File: config.mk
export PLATFORM = sky130hd
export DESIGN_NAME = uart_angle_response_unwrapper_core
export DESIGN_NICKNAME = d
export VERILOG_FILES = /design/src/uaru_pkg.sv /design/src/uart_angle_response_unwrapper_core.sv
export SDC_FILE = /design/constraint.sdc
export NUM_CORES = 1
export LEC_CHECK = 0
export BUFFER_PORTS_ARGS = -buffer_cell sky130_fd_sc_hd__buf_4
export CORE_MARGIN = 8
export CORE_UTILIZATION = 60
export DETAILED_ROUTE_END_ITERATION = 6
export PLACE_DENSITY_LB_ADDON = 0.1
export SKIP_LAST_GASP = 1
export SYNTH_ARGS = -nofsm -noshare
export SYNTH_HDL_FRONTEND = slang
export SYNTH_SLANG_ARGS = --single-unit
File: constraint.sdc
create_clock -name i_clk -period 6.5 [get_ports i_clk]
set_clock_uncertainty 0.2 [all_clocks]
set_input_delay 0.65 -clock i_clk [delete_from_list [all_inputs] [get_ports i_clk]]
set_output_delay 0.65 -clock i_clk [all_outputs]
set_load 0.03 [all_outputs]
File: src/uaru_pkg.sv
// Package for the angle response unwrapper: opcodes, parse phases and the
// turn constants used by the unwrap logic. No dependencies.
`default_nettype none

package uaru_pkg;

    // Heading counts in one full turn of the sensor.
    localparam int COUNTS_PER_TURN = 5760;

    localparam logic [15:0] TURN_COUNT   = 16'(COUNTS_PER_TURN);
    localparam logic [15:0] LOW_QUARTER  = 16'(COUNTS_PER_TURN / 4);
    localparam logic [15:0] HIGH_QUARTER = 16'((3 * COUNTS_PER_TURN) / 4);

    // Second header byte of a good response: the data length.
    localparam logic [7:0] DATA_LENGTH = 8'd2;

    // Reset value of the success code register.
    localparam logic [7:0] SUCCESS_CODE_RESET = 8'd187;

    typedef enum logic [1:0] {
        OP_BYTE   = 2'd0,
        OP_ARM    = 2'd1,
        OP_REZERO = 2'd2,
        OP_UNUSED = 2'd3
    } t_opcode;

    typedef enum logic [2:0] {
        PH_IDLE   = 3'b001,
        PH_HEADER = 3'b010,
        PH_DATA   = 3'b100
    } t_phase;

    typedef enum logic {
        ST_SAMPLE = 1'b0,
        ST_REJECT = 1'b1
    } t_status;

endpackage

`default_nettype wire

File: src/uart_angle_response_unwrapper_core.sv
// A word is taken into the input register; the result register loads from it
// when the word advances. Throughput: one word per cycle, stalls only when the
// result register is full and not taken. Sync active-low reset returns the
// parser to idle, clears the zero point and samples, and restores the success
// code to its default. Depends on uaru_pkg.
`default_nettype none

module uart_angle_response_unwrapper_core
    import uaru_pkg::*;
(
    input  wire logic        i_clk,
    input  wire logic        i_rst_n,

    input  wire logic        i_cfg_we,
    input  wire logic [7:0]  i_cfg_data,

    input  wire logic        i_in_valid,
    output logic             o_in_ready,
    input  wire logic [1:0]  i_opcode,
    input  wire logic [7:0]  i_rx_byte,

    output logic             o_out_valid,
    input  wire logic        i_out_ready,
    output logic             o_status,
    output logic signed [31:0] o_angle_count
);

    logic [7:0]  r_success_code;

    // Input register.
    logic        r_in_valid;
    logic [1:0]  r_opcode;
    logic [7:0]  r_rx_byte;

    // Parser and unwrap state.
    t_phase      r_phase,    n_phase;
    logic        r_byte_idx, n_byte_idx;
    logic [7:0]  r_low_hold, n_low_hold;
    logic [15:0] r_cur,      n_cur;
    logic [15:0] r_prev,     n_prev;
    logic [31:0] r_offset,   n_offset;
    logic        r_have_first, n_have_first;

    // Result register.
    logic        r_out_valid;
    logic        r_status,  n_status;
    logic [31:0] r_count,   n_count;
    logic        n_emit;

    logic        advance;
    logic [15:0] sample;
    logic        wrap_dn;
    logic        wrap_up;
    logic [31:0] delta;

    assign advance    = r_in_valid && (!r_out_valid || i_out_ready);
    assign o_in_ready = !r_in_valid || advance;

    assign sample  = {r_rx_byte, r_low_hold};
    assign wrap_dn = (r_prev > HIGH_QUARTER) && (sample < LOW_QUARTER);
    assign wrap_up = (r_prev < LOW_QUARTER) && (sample > HIGH_QUARTER);

    always_comb begin
        if (wrap_dn) begin
            delta = -{16'd0, TURN_COUNT};
        end else if (wrap_up) begin
            delta = {16'd0, TURN_COUNT};
        end else begin
            delta = 32'd0;
        end
    end

    always_comb begin
        n_phase      = r_phase;
        n_byte_idx   = r_byte_idx;
        n_low_hold   = r_low_hold;
        n_cur        = r_cur;
        n_prev       = r_prev;
        n_offset     = r_offset;
        n_have_first = r_have_first;
        n_emit       = 1'b0;
        n_status     = ST_SAMPLE;
        n_count      = 32'd0;

        case (t_opcode'(r_opcode))
            OP_ARM: begin
                n_phase    = PH_HEADER;
                n_byte_idx = 1'b0;
            end
            OP_REZERO: begin
                n_offset = {16'd0, r_cur};
            end
            OP_BYTE: begin
                if (r_phase == PH_HEADER || r_phase == PH_DATA) begin
                    if (!r_byte_idx) begin
                        n_low_hold = r_rx_byte;
                        n_byte_idx = 1'b1;
                    end else begin
                        n_byte_idx = 1'b0;
                        if (r_phase == PH_HEADER) begin
                            if (r_low_hold == r_success_code && r_rx_byte == DATA_LENGTH) begin
                                n_phase = PH_DATA;
                            end else begin
                                n_phase  = PH_IDLE;
                                n_emit   = 1'b1;
                                n_status = ST_REJECT;
                            end
                        end else begin
                            n_cur   = sample;
                            n_prev  = sample;
                            n_phase = PH_IDLE;
                            n_emit  = 1'b1;
                            // The very first sample becomes the zero point, so it reads zero.
                            if (r_have_first) begin
                                n_offset = r_offset + delta;
                                n_count  = r_offset + delta - {16'd0, sample};
                            end else begin
                                n_offset     = {16'd0, sample};
                                n_have_first = 1'b1;
                            end
                        end
                    end
                end
            end
            default: begin
            end
        endcase
    end

    always_ff @(posedge i_clk) begin
        if (!i_rst_n) begin
            r_success_code <= SUCCESS_CODE_RESET;
        end else if (i_cfg_we) begin
            r_success_code <= i_cfg_data;
        end
    end

    always_ff @(posedge i_clk) begin
        if (!i_rst_n) begin
            r_in_valid <= 1'b0;
        end else if (o_in_ready) begin
            r_in_valid <= i_in_valid;
        end
    end

    always_ff @(posedge i_clk) begin
        if (o_in_ready && i_in_valid) begin
            r_opcode  <= i_opcode;
            r_rx_byte <= i_rx_byte;
        end
    end

    always_ff @(posedge i_clk) begin
        if (!i_rst_n) begin
            r_phase      <= PH_IDLE;
            r_byte_idx   <= 1'b0;
            r_low_hold   <= 8'd0;
            r_cur        <= 16'd0;
            r_prev       <= 16'd0;
            r_offset     <= 32'd0;
            r_have_first <= 1'b0;
        end else if (advance) begin
            r_phase      <= n_phase;
            r_byte_idx   <= n_byte_idx;
            r_low_hold   <= n_low_hold;
            r_cur        <= n_cur;
            r_prev       <= n_prev;
            r_offset     <= n_offset;
            r_have_first <= n_have_first;
        end
    end

    always_ff @(posedge i_clk) begin
        if (!i_rst_n) begin
            r_out_valid <= 1'b0;
        end else if (advance) begin
            r_out_valid <= n_emit;
        end else if (i_out_ready) begin
            r_out_valid <= 1'b0;
        end
    end

    always_ff @(posedge i_clk) begin
        if (advance && n_emit) begin
            r_status <= n_status;
            r_count  <= n_count;
        end
    end

    assign o_out_valid   = r_out_valid;
    assign o_status      = r_status;
    assign o_angle_count = r_count;

`ifndef SYNTHESIS
    // A rejected header always reports a zero count.
    a_reject_zero: assert property (@(posedge i_clk) disable iff (!i_rst_n)
        o_out_valid && o_status |-> o_angle_count == 32'd0)
        else $error("rejection word with nonzero count");

    // Once a sample has been taken, the first-sample flag never clears.
    a_first_sticky: assert property (@(posedge i_clk) disable iff (!i_rst_n)
        r_have_first |=> r_have_first)
        else $error("first-sample flag cleared");

    // The first sample ever taken reads zero and sets the flag.
    a_first_zero: assert property (@(posedge i_clk) disable iff (!i_rst_n)
        advance && n_emit && n_status == ST_SAMPLE && !r_have_first
        |=> o_out_valid && o_angle_count == 32'd0 && r_have_first)
        else $error("first sample not zero");

    // Every word that produces a result leaves the parser idle.
    a_result_idle: assert property (@(posedge i_clk) disable iff (!i_rst_n)
        advance && n_emit |=> r_phase == PH_IDLE && !r_byte_idx)
        else $error("parser not idle after result");
`endif

endmodule

`default_nettype wire

# ---- After elaboration in Yosys (flattened, before gate mapping)
# Cells that the tools add are included.
dict set report op_classes {
  n_reduce_logical 22
  order_cmp 4
  n_mux 22
  eq_ne 9
  add_sub_neg 2
  n_bitwise 5
}
# op n
set op_table {}
lappend op_table {{$mux 32} 5}
lappend op_table {{$pmux 32 s2} 1}
lappend op_table {{$add 32x32->32} 1}
lappend op_table {{$gt 16x13->1 const B} 2}
lappend op_table {{$lt 16x11->1 const B} 2}
lappend op_table {{$sub 32x16->32} 1}
lappend op_table {{$mux 13} 1}
lappend op_table {{$mux 3} 4}
lappend op_table {{$reduce_and 4->1} 3}
lappend op_table {{$reduce_and 5->1} 2}
lappend op_table {{$mux 1} 9}
lappend op_table {{$eq 8x2->1 const B} 1}
lappend op_table {{$eq 8x8->1} 1}
lappend op_table {{$logic_and 1x1->1} 6}
lappend op_table {{$ne 2x2->1 const B} 3}
lappend op_table {{$pmux 3 s2} 1}
lappend op_table {{$reduce_bool 2->1} 3}
lappend op_table {{$not 1->1} 5}
lappend op_table {{$reduce_or 5->1} 1}
lappend op_table {{$eq 3x2->1 const B} 1}
lappend op_table {{$eq 3x3->1 const B} 1}
lappend op_table {{$logic_or 1x1->1} 3}
lappend op_table {{$reduce_and 3->1} 1}
lappend op_table {{$eq 2x1->1 const B} 1}
lappend op_table {{other kinds (4)} 5}
dict set report totals {
  output_inout_bits 35
  register_bits 114
  inputBits 23
  word_cells 77
}

# ---- Logic depth before layout (Yosys ltp)
# Gate-level depths: netlist (run 1).
dict set report logic_depth {
  ltp_word 10
  ltp_mapped 24
  ltp_nobuf 24
}

# ---- Worst setup path after synthesis (run 1)
# Ideal clock, no wire load.
dict set report synth_path {
  path_kind {register to register}
  startpoint {reg r_prev[1]}
  endpoint {reg r_count[26] (netlist: o_angle_count[26]), data pin}
  stages_incl_launch_ff 24
  path_slack_ns 0.965
  setup_ns 0.146
  n_path_buf 0
  t_arrival_ns 5.189
  cell_sequence {dfxtp_1 > or4_1 > o2111ai_1 > nand2_1 > nand2_1 > a21o_1 > inv_1 > or2_2 > ha_1 > inv_1 > fa_1 > nor2b_1 > or2_2 > a211o_1 > a21o_1 > a21oi_1 > xnor2_1 > ha_1 > and3_1 > a211o_1 > nor4_2 > nand2_4 > or4_1 > a21oi_1}
}
dict set report synth_between {
  elab_chain_cells 6
}
# element line_no
set synth_lines {}
lappend synth_lines {{from (decl)} uart_angle_response_unwrapper_core.sv:40} ;# logic [15:0] r_prev, n_prev;
lappend synth_lines {{from (signal assigned)} uart_angle_response_unwrapper_core.sv:167} ;# r_prev <= n_prev;
lappend synth_lines {{$lt 16x11->1} uart_angle_response_unwrapper_core.sv:61} ;# assign wrap_up = (r_prev < LOW_QUARTER) && (sample > HIGH_QUARTER);
lappend synth_lines {{$logic_and 1x1->1} uart_angle_response_unwrapper_core.sv:61}
lappend synth_lines {{$mux 13} uart_angle_response_unwrapper_core.sv:66} ;# end else if (wrap_up) begin
lappend synth_lines {{$mux 32 *} uart_angle_response_unwrapper_core.sv:64} ;# if (wrap_dn) begin
lappend synth_lines {{$add 32x32->32 *} uart_angle_response_unwrapper_core.sv:116} ;# n_count = r_offset + delta - {16'd0, sample};
lappend synth_lines {{$sub 32x16->32 *} uart_angle_response_unwrapper_core.sv:116}
lappend synth_lines {{to (signal assigned)} uart_angle_response_unwrapper_core.sv:186} ;# r_count <= n_count;
lappend synth_lines {{to (decl)} uart_angle_response_unwrapper_core.sv:47} ;# logic [31:0] r_count, n_count;
# Mark *: on every way between the ends. The rest lies on a longest branch, timed or not.
# A chain may end at the register's enable or synchronous reset.

# ---- Worst setup path in the final report (run 1)
dict set report layout_path {
  startpoint {reg r_rx_byte[6]}
  endpoint {reg r_count[31] (netlist: o_angle_count[31]), data pin}
}
dict set report layout_between {
  elab_chain_cells 6
}
# element line_no
set layout_lines {}
lappend layout_lines {{from (decl)} uart_angle_response_unwrapper_core.sv:33} ;# logic [7:0] r_rx_byte;
lappend layout_lines {{from (signal assigned)} uart_angle_response_unwrapper_core.sv:149} ;# r_rx_byte <= i_rx_byte;
lappend layout_lines {{$gt 16x13->1} uart_angle_response_unwrapper_core.sv:61}
lappend layout_lines {{$logic_and 1x1->1} uart_angle_response_unwrapper_core.sv:61}
lappend layout_lines {{$mux 13} uart_angle_response_unwrapper_core.sv:66}
lappend layout_lines {{$mux 32} uart_angle_response_unwrapper_core.sv:64}
lappend layout_lines {{$add 32x32->32} uart_angle_response_unwrapper_core.sv:116}
lappend layout_lines {{$sub 32x16->32 *} uart_angle_response_unwrapper_core.sv:116}
# Marked as above.

==> results of run 1 <==
## critical path, delay by kind of cell (launching register included)
kind	cells	cell delay [ns]
AOI/OAI and AO/OA	7	1.70
xor gates and xnor gates	1	0.28
adders and majority gates	2	0.64
buffers and inverters	3	0.51
muxes	1	0.13
DFF	1	0.42
and+or+nand+nor	6	1.71
## cell type report
type	instances	area share [%]
well taps	143	2.186
inverters	31	1.421
clock inverters	10	1.284
clock buffers	22	5.808
repair buffers	64	5.869
flip-flops and latches	114	33.13
multi-input cells	618	50.30
## metrics by stage
step / instances / hold WS (ns) / utilization (%) / setup slack (ns) / total power, uW
finish: 1002 / 0.2106 / 71.39 / 0.6456 / 1835
global route: 1002 / 0.1962 / 71.39 / 0.2036 / 1900
CTS: 1002 / 0.1986 / 71.39 / 0.7602 / 1845
detailed placement: 970 / 0.2753 / 66.33 / 0.7851 / 940.1
global placement: 970 / 0.2554 / 66.33 / 0.9579 / 934.7
floorplan: 797 / 0.2360 / - / 0.9649 / 896.2
## sequential cells by signal, indices dropped and copies added, names as in the netlist
name,flops
r_low_hold,8
r_phase,3
o_out_valid,1
r_success_code,8
r_prev,16
r_in_valid,1
r_offset,32
r_byte_idx,1
r_rx_byte,8
o_angle_count,32
r_have_first,1
o_status,1
r_opcode,2
## routing by layer
metal  vias to the layer above  part of all wire [%]
met5                         -                     0
met4                         0                   1.3
met2                       243                    44
li1                       2997                     -
met3                        28                   8.8
met1                      2959                    46
## cells by family (layout without fill, tap and decap cells)
kind of cell | Yosys count | after routing | share of synthesized area, %
buf+inv | 65 | 127 | 3.690
fa+ha+maj | 42 | 42 | 7.627
mux | 17 | 17 | 2.401
xor+xnor | 51 | 51 | 6.303
flops | 114 | 114 | 38.28
compound gates | 219 | 219 | 21.49
simple gates | 289 | 289 | 20.22
## final timing paths
| kind | start | endpoint | slack [ns] | cells past startpoint |
|---|---|---|---|---|
| min | i_rx_byte[6] | r_rx_byte[6] | 0.21 | 1 |
| max reg2reg | r_rx_byte[6] | o_angle_count[31] | 0.65 | 20 |
| max | r_rx_byte[6] | o_angle_count[31] | 0.65 | 20 |
| min reg2reg | r_offset[15] | r_offset[15] | 0.28 | 2 |
## cell usage in the layout (no fill, tap or decap), drive strengths merged, types with 7 or more instances in the layout
cell type,n
nand2,96
nor2,83
dfxtp,71
buf,64
a21oi,55
edfxtp,43
ha,40
o21ai,36
inv,32
xnor2,31
a21boi,22
clkbuf,22
xor2,20
nor2b,18
mux2i,17
a22oi,15
nor3,13
a211oi,12
a21o,12
and2,10
and3,10
nand2b,9
o211a,9
o211ai,8
nand4,7
a31oi,7
or3,7
nor3b,7
o311ai,7
## power by group
group | internal [uW] | switching, uW
clock | 592 | 313
sequential | 751 | 12.9
combinational | 71.1 | 95.3
==> reports/qor.yml, run 1 <==
global_route:
  grt_overflow: 0
  grtUsageTotal_pct: 22.79
  grt_use_met1_pct: 31.25
  grt_pass1_wl_mm: 29.48
  antenna_found_initial: 0
  grtUsageMet2_pct: 34.60
  grtUsageMet3_pct: 5.830
  globalRoute.busiestLayer: "met2"
  grt_start_max_net_pins: 51
  grt_pass1_vias: 5857
routing:
  drt_iter0_drc: 552
  vias: 6227
  antenna_left: 0
  drc_errors: 0
  viasPerCell: 6.215
  detail_route.wl_per_cell_um: 17.98
  dr.pass1.iters: 6
  routed_wl_mm: 18.01
yosys:
  yosysWarnings: 0
  ys_types: 71
  syn_area_per_cell_sq_um: 8.892
  synth_top_area_share_pct: 20.06
  ys.flop_type: "dfxtp_1"
  yosysTopAreaCell: "dfxtp_1"
  synth_cells: 797
  synth.most_common_cell: "nand2_1"
  async_flop_share_pct: 0
  yosys-top-cells-area: "dfxtp_1, edfxtp_1, ha_1"
  syn_nets: 862
  synth_area_sq_um: 7087
  yosys_register_bits: 114
  synth_edf_count: 43
  synth-seq-area-share_pct: 38.28
  netlist_top_cells_count: "nand2_1, nor2_1, dfxtp_1"
critical_path:
  worst_path_max_delay_cell: "or4_1"
  critical_path_class: "flop to flop"
  crit_chain: "inv_1, nand3_1, or4_1, a21o_1, inv_1, buf_4, ha_1, a211oi_1, o21ai_1, xor2_1, ha_1, a21o_1, a21oi_1, o21ai_0, o311ai_1, nand2b_1, nor4_2, nand2_1, nor4_1, mux2i_1"
  cp.required_ns: 6.45
  slowest_delay_ns: 0.49
  worstSetupStartpointType: "flop"
  crit_fanout: 21
  cp.arrival_ns: 5.80
  critPathCaptureType: "flop"
clock_tree:
  hold_buffers: 0
  clkTransAtPathRegs_ns: 0.05
  cts-root-buf: "clkbuf_16"
  cts_tree: "yes"
  cts_max_level: 4
  clkSinkCount: 114
  cts_setup_buffers: 0
  cts_resized: 0
  max-clock-path-buffers: 2
  numCtsBuffers: 17
  clk_latency_ns: 0.41
floorplanning:
  num_rows: 39
  io_pins: 58
  die-area_sq_um: 15550
  fp.dieH_um: 124.7
  fp.coreArea_sq_um: 11470
  initial_utilization_pct: 61.80
  die_x_um: 124.7
sta:
  setup_viol: 0
  max_freq_mhz: 170.8
  worstMarginPinSlew_ns: 1.170
  finalCritPeriodShare_pct: 90.07
  slew_viol_final: 0
  post-route-min-period_ns: 5.854
  finalHoldViolCount: 0
  setup_tns_ns: 0
  rsz0062_at_grt: "no"
  max_slew_margin_pct: 21.70
outcome:
  status: "completed"
flow_run:
  drv_cap: 0
placement:
  port-buffer-count: 57
  place_congestion: 0.9329
  placement.cell_area_sq_um: 7606
  dp_hpwl_mm: 13.11
pwr:
  p_leak_uw: 0.003340
  power_density_nw_per_um2: 224.2
  ir_drop_mv: 0.2123
layout:
  multi_input_area_sq_um: 4118
  final-seq-area_sq_um: 2713
  drive_gt1_share_pct: 13.85
  design_area_sq_um: 8187
  diodes: 0
  syn_to_final_growth_pct: 15.52
  fill_cells: 882
  nets: 911
hold_path:
  hold_path.class: "input port to flop"
(Power assumes the default switching activity.)
==> inputs of run 2 (changes only) <==
--- a/config.mk
+++ b/config.mk
@@ -5,9 +5,12 @@
 export SDC_FILE = /design/constraint.sdc
 export NUM_CORES = 1
 export LEC_CHECK = 0
+export ABC_AREA = 1
 export BUFFER_PORTS_ARGS = -buffer_cell sky130_fd_sc_hd__buf_4
+export CELL_PAD_IN_SITES_DETAIL_PLACEMENT = 1
+export CELL_PAD_IN_SITES_GLOBAL_PLACEMENT = 2
 export CORE_MARGIN = 8
-export CORE_UTILIZATION = 60
+export CORE_UTILIZATION = 34
 export DETAILED_ROUTE_END_ITERATION = 6
 export PLACE_DENSITY_LB_ADDON = 0.1
 export SKIP_LAST_GASP = 1
==> run 2 against run 1 <==
- core utilization down 31 points
- largest cell class unchanged
- die area up 80%
- via count rose by 21%
- clock power is 7.5% higher
- count of clock-buffer cells in the layout down 3
- sequential share of layout area fell by 3.2 points
- setup slack improved by 0.65 ns
- flip-flop and latch count unchanged
==> reports/qor.yml, run 2 <==
outcome:
  status: "completed"
critical_path:
  cp.required_ns: 6.46
  path_depth: 26
  crit_family: "simple AND/OR/NAND/NOR gates"
  r2r_end: "o_angle_count[23]"
  critical_path_class: "flop to flop"
  reg2reg_slack_ns: 1.30
  critPathLaunch: "r_rx_byte[5]"
  reg2reg_depth: 26
  slowest_delay_ns: 0.62
  critPathCaptureType: "flop"
  rr_startpoint: "r_rx_byte[5]"
  worstSetupStartpointType: "flop"
  cp.arrival_ns: 5.17
  crit_path_end: "o_angle_count[23]"
  worst-path-buf-inv: 5
  worst_path_max_delay_cell: "inv_1"
  cp_common_cell: "nand2_1"
  crit_fanout: 20
clock_tree:
  clkTransAtPathRegs_ns: 0.06
  cts-root-buf: "clkbuf_16"
  numCtsBuffers: 17
  clk_latency_ns: 0.43
  max-clock-path-buffers: 2
  clkSinkCount: 114
  cts_max_level: 4
  cts_resized: 0
  cts_tree: "yes"
  hold_buffers: 0
  cts_setup_buffers: 0
yosys:
  yosys_register_bits: 114
  synth_top_area_share_pct: 18.28
  synth_edf_count: 43
  synth.most_common_cell: "nand2_1"
  synth_cells: 1145
  ys.flop_type: "dfxtp_1"
  syn_area_per_cell_sq_um: 6.789
  synth_area_sq_um: 7774
  yosys-top-cells-area: "dfxtp_1, edfxtp_1, nand2_1"
  ys_types: 46
  synth-seq-area-share_pct: 34.89
  yosysWarnings: 0
  async_flop_share_pct: 0
  yosysTopAreaCell: "dfxtp_1"
  syn_nets: 1210
  netlist_top_cells_count: "nand2_1, inv_1, a21oi_1"
routing:
  detail_route.wl_per_cell_um: 17.04
  antenna_left: 0
  routed_wl_mm: 25.52
  vias: 7539
  drt_iter0_drc: 368
  dr.pass1.iters: 5
  viasPerCell: 5.033
  drc_errors: 0
pwr:
  ir_drop_mv: 0.1556
  power_density_nw_per_um2: 216.4
  p_leak_uw: 0.004416
  power_frac_comb_pct: 11.5
  p_int_uw: 1397
  seq_power_share_pct: 38.9
  power.share.clock_pct: 49.6
  swShare_pct: 28.87
  p_sw_uw: 567.0
sta:
  slew_viol_final: 0
  post-route-min-period_ns: 5.203
  max_freq_mhz: 192.2
  rsz0062_at_grt: "no"
  max_slew_margin_pct: 34.61
  finalHoldViolCount: 0
  setup_tns_ns: 0
  finalCritPeriodShare_pct: 80.05
  worstMarginPinSlew_ns: 0.9797
  setup_viol: 0
layout:
  multi_input_area_sq_um: 4340
  final-seq-area_sq_um: 2713
  nets: 1265
  syn_to_final_growth_pct: 16.76
  final_common_cell: "nand2_1"
  design_area_sq_um: 9076
  diodes: 0
  mostFrequentLayoutCells: "nand2_1, inv_1, a21oi_1, nor2_1, dfxtp_1"
  fill_cells: 2847
  drive_gt1_share_pct: 12.61
global_route:
  grt_start_max_net_pins: 51
  grtUsageTotal_pct: 18.62
  grt_pass1_wl_mm: 41.70
  grt_pass1_vias: 7556
  grt_overflow: 0
  antenna_found_initial: 0
placement:
  port-buffer-count: 57
  placement.cell_area_sq_um: 8476
  place_congestion: 0.7894
  dp_hpwl_mm: 19.94
floorplanning:
  initial_utilization_pct: 34.44
  num_rows: 55
  fp.dieH_um: 167.2
  die_x_um: 167.2
  io_pins: 58
  fp.coreArea_sq_um: 22570
  die-area_sq_um: 27960
hold_path:
  hold_path.class: "input port to flop"
flow_run:
  drv_cap: 0
[run 2: changes by cell type after synthesis, sizes merged, moves of 18 or more]
cell,before,now
nand2,96,344
inv,31,162
a21oi,55,118
nand3,6,67
nor2,83,118
o21ai,36,71
xnor2,31,3
a21boi,22,0
nor2b,18,0
[run 2: worst register-to-register path, stage by stage, from the launching register on]
cell      delay (ns)
edfxtp_1        0.35
inv_1           0.17
nand2_1         0.10
nor2_1          0.18
nand2_1         0.07
a21oi_1         0.19
nand3_1         0.21
inv_1           0.62
ha_1            0.44
nand2_1         0.16
inv_1           0.08
nand2_1         0.07
nand2_1         0.06
inv_1           0.05
nand2_1         0.10
xor2_1          0.32
ha_1            0.36
a21oi_1         0.24
o21ai_0         0.12
a21oi_1         0.12
nand2_1         0.12
inv_1           0.07
nor2_1          0.04
nor2_1          0.20
nand2_1         0.11
o21ai_1         0.13
a21oi_1         0.06
[run 2: layout make-up]
cell class | instances | area share (%)
timing repair buffer | 60 | 4.963
clock buffer | 19 | 5.114
multi-input combinational | 843 | 47.82
clock inverter | 13 | 1.503
inverter | 164 | 6.782
sequential | 114 | 29.89
tap | 285 | 3.929
[run 2: per-stage QoR]
step	total power (uW)	hold WS, ns	setup slack (ns)	utilization, %	std cells
2_1_floorplan	931.7	0.2482	2.374	-	1145
3_5_place_dp	1004	0.2663	1.333	37.55	1466
6_report	1964	0.2004	1.297	40.21	1498
4_1_cts	1982	0.1832	1.308	40.21	1498
5_1_grt	2044	0.1793	0.8989	40.21	1498
3_3_place_gp	1003	0.2624	1.436	37.55	1466
[run 2: kinds of logic (layout without fill, tap and decap cells)]
logic type               after synthesis  count (layout)  share of synthesized area (%)
buffers and inverters                188             256                          9.271
AND/OR/NAND/NOR                      570             570                          32.27
AO/OA/AOI/OAI                        217             217                          15.03
XOR/XNOR                              14              14                          1.577
flip-flops                           114             114                          34.89
adder cells (fa/ha/maj)               42              42                          6.953
[run 2: worst min-delay path by stage]
| stage | slack, ns | to | start | cells past startpoint |
|---|---|---|---|---|
| floorplan | 0.25 | r_success_code[0] | r_success_code[0] | 2 |
| global placement | 0.26 | r_offset[18] | r_offset[18] | 2 |
| detailed placement | 0.27 | r_offset[18] | r_offset[18] | 2 |
| CTS | 0.18 | r_opcode[0] | i_opcode[0] | 1 |
| global route | 0.18 | r_opcode[0] | i_opcode[0] | 1 |
| finish | 0.20 | r_opcode[0] | i_opcode[0] | 1 |
[run 2: metal layers]
layer,up-vias,global-route usage [%],share of wire (%)
li1,3843,-,-
met1,3557,27.88,55
met2,126,27.45,41
met3,13,2.963,3.5
met4,0,3.960,0.71
met5,-,0,0
[run 2: power groups by stage]
stage | clock network, uW | registers, uW | logic [uW]
finish | 973 | 764 | 226
global route | 1020 | 766 | 253
CTS | 992 | 764 | 226
detailed placement | 0 | 780 | 224
global placement | 0 | 779 | 223
floorplan | 0 | 775 | 156
==> inputs of run 3 (changes only) <==
--- a/config.mk
+++ b/config.mk
@@ -5,12 +5,12 @@
 export SDC_FILE = /design/constraint.sdc
 export NUM_CORES = 1
 export LEC_CHECK = 0
-export ABC_AREA = 1
+export ABC_AREA = 0
 export BUFFER_PORTS_ARGS = -buffer_cell sky130_fd_sc_hd__buf_4
 export CELL_PAD_IN_SITES_DETAIL_PLACEMENT = 1
 export CELL_PAD_IN_SITES_GLOBAL_PLACEMENT = 2
 export CORE_MARGIN = 8
-export CORE_UTILIZATION = 34
+export CORE_UTILIZATION = 38
 export DETAILED_ROUTE_END_ITERATION = 6
 export PLACE_DENSITY_LB_ADDON = 0.1
 export SKIP_LAST_GASP = 1
==> constraint.sdc (replaced) <==
create_clock -name i_clk -period 5.2 [get_ports i_clk]
set_clock_uncertainty 0.2 [all_clocks]
set_input_delay 0.52 -clock i_clk [delete_from_list [all_inputs] [get_ports i_clk]]
set_output_delay 0.52 -clock i_clk [all_outputs]
set_load 0.03 [all_outputs]
==> run 3 against run 2 <==
- routed wire length is 11% lower
- non-clock buffer count is 72 higher
- clock power is 20% higher
- critical path depth is 2 lower
- core utilization is 8.6 points higher
- combinational power is 17% higher
- cell count is 22% lower
- first-iteration DRC count is 25% lower
- power is 21% higher
- sequential share of layout area is 0.16 points higher
- sequential power is 25% higher
- the flow now finishes with violations (negative setup slack)
==> reports/qor.yml, run 3 (synthesis results as in run 1) <==
global_route:
  grt_start_max_net_pins: 51
  grtUsageTotal_pct: 19.58
  grt_pass1_wl_mm: 36.68
  antenna_found_initial: 0
  grt_pass1_vias: 6688
  grt_overflow: 0
routing:
  drc_errors: 0
  viasPerCell: 5.563
  dr.pass1.iters: 5
  antenna_left: 0
  drt_iter0_drc: 275
  vias: 6459
  routed_wl_mm: 22.75
  detail_route.wl_per_cell_um: 19.59
sta:
  worstMarginPinSlew_ns: 1.209
  max_freq_mhz: 191.5
  finalHoldViolCount: 0
  max_slew_margin_pct: 19.08
  setup_ws_ns: -0.02096
  slew_viol_final: 0
  hold_slack_ns: 0.06373
  setup_viol: 4
  post-route-min-period_ns: 5.221
  rsz0062_at_grt: "yes"
  finalCritPeriodShare_pct: 100.4
hold_path:
  hold_depth: 1
  whs_endpoint: "r_opcode[1]"
  hold_path.class: "input port to flop"
  min_from: "i_opcode[1]"
critical_path:
  r2r_end: "o_angle_count[29]"
  crit_chain: "or4_4, o2111ai_2, nand2_1, nand2_1, a21o_1, clkinvlp_4, or2_4, ha_4, inv_2, fa_2, nor2b_2, or2_4, a211o_1, xor2_1, ha_1, a21oi_2, o21ai_2, o311ai_2, nand2b_1, nor4_2, buf_4, nand2_2, or3_4, a21oi_1"
  critical_path_class: "flop to flop"
  slowest_delay_ns: 0.52
  critPathCaptureType: "flop"
  crit_fanout: 4
  rr_startpoint: "r_prev[2]"
  reg2reg_slack_ns: -0.02
  cp.required_ns: 5.27
  cp.arrival_ns: 5.29
  worstSetupStartpointType: "flop"
  worst_path_max_delay_cell: "or4_4"
  reg2reg_depth: 24
placement:
  dp.cells: 1118
  port-buffer-count: 57
  dp_hpwl_mm: 17.01
  place_congestion: 0.8356
flow_run:
  drv_cap: 0
layout:
  mostFrequentLayoutCells: "buf_4, nand2_1, nor2_1, dfxtp_1, edfxtp_1"
  syn_to_final_growth_pct: 27.49
  fill_cells: 2125
  diodes: 0
  final-seq-area_sq_um: 2715
  drive_gt1_share_pct: 24.81
  nets: 979
  multi_input_area_sq_um: 4337
  instances_no_fill: 1161
  final_common_cell: "buf_4"
floorplanning:
  io_pins: 58
  die-area_sq_um: 23280
  die_x_um: 152.6
  initial_utilization_pct: 38.27
  fp.dieH_um: 152.6
  num_rows: 50
  fp.coreArea_sq_um: 18520
pwr:
  p_leak_uw: 0.003692
  power_density_nw_per_um2: 263.7
  ir_drop_mv: 0.2404
clock_tree:
  numCtsBuffers: 17
  cts-root-buf: "clkbuf_16"
  max-clock-path-buffers: 2
  cts_max_level: 4
  clk_latency_ns: 0.43
  cts_tree: "yes"
  clkSinkCount: 114
  clkTransAtPathRegs_ns: 0.06
outcome:
  violations: "negative setup slack"
  status: "complete, but fails checks"
==> run 3: cell types whose count changed in the layout (fill, tap and decap cells not counted), sizes merged, moves of 28 or more <==
cell | before | now
xnor2 | 3 | 31
nor2 | 118 | 83
nand3 | 67 | 6
buf | 60 | 132
a21oi | 118 | 55
o21ai | 71 | 36
inv | 170 | 31
nand2 | 344 | 96
==> run 3: worst max-delay path by stage <==
stage,from,to,slack (ns),cells after the start
floorplan,r_prev[1],o_angle_count[26],-0.19,23
global placement,r_prev[1],o_angle_count[26],0.03,23
detailed placement,r_prev[1],o_angle_count[31],-0.19,24
CTS,r_prev[2],o_angle_count[28],-0.18,25
global route,r_prev[2],o_angle_count[29],-0.28,24
finish,r_prev[2],o_angle_count[29],-0.02,24
==> run 3: report_power, final <==
part / leakage (uW) / internal, uW / total, uW / switching (uW)
combinational: 0.00251 / 123 / 265 / 142
sequential: 0.000901 / 938 / 952 / 14.2
clock: 0.000285 / 730 / 1170 / 436
==> run 3: what timing repair did <==
action                                  in CTS  in global routing
setup buffers                                7                  4
gates resized for setup                     15                 26
pin swaps                                   22                 15
endpoints found under the setup margin      13                 14
hold buffers                                 0                  0
==> run 3: routing by layer <==
metal | vias to the layer above | GRT usage, % | part of all wire (%)
li1 | 3114 | - | -
met1 | 3203 | 26.97 | 50
met2 | 125 | 30.63 | 45
met3 | 17 | 4.169 | 4.2
met4 | 0 | 4.760 | 1.0
met5 | - | 0 | 0
==> run 3: area by class of cell <==
type,instances,share of cell area [%]
Inverter,31,1.329
Clock inverter,9,1.191
Timing Repair Buffer,132,11.01
Clock buffer,23,5.179
Multi-Input combinational cell,618,48.00
Tap cell,234,3.241
Sequential cell,114,30.05
==> run 3: worst max-delay path, delay by kind of cell, from the launching register on <==
family                   cells  cell delay [ns]
AND/OR/NAND/NOR             10             1.92
adder cells (fa/ha/maj)      3             0.72
flip-flops                   1             0.32
XOR/XNOR                     1             0.19
AO/OA/AOI/OAI                7             1.37
buffers and inverters        3             0.36
==> run 3: metrics by stage <==
step	total power (uW)	area [sq um]	worst slack (ns)	setup TNS, ns	utilization (%)
after floorplan	1123	7131	-0.1875	-1.016	-
after global placement	1206	8197	0.03428	0	44.26
after detailed placement	1215	8197	-0.1938	-1.417	44.26
after CTS	2392	8890	-0.1806	-0.9832	48.01
after global routing	2470	9035	-0.2848	-2.566	48.79
final	2383	9035	-0.02096	-0.07075	48.79
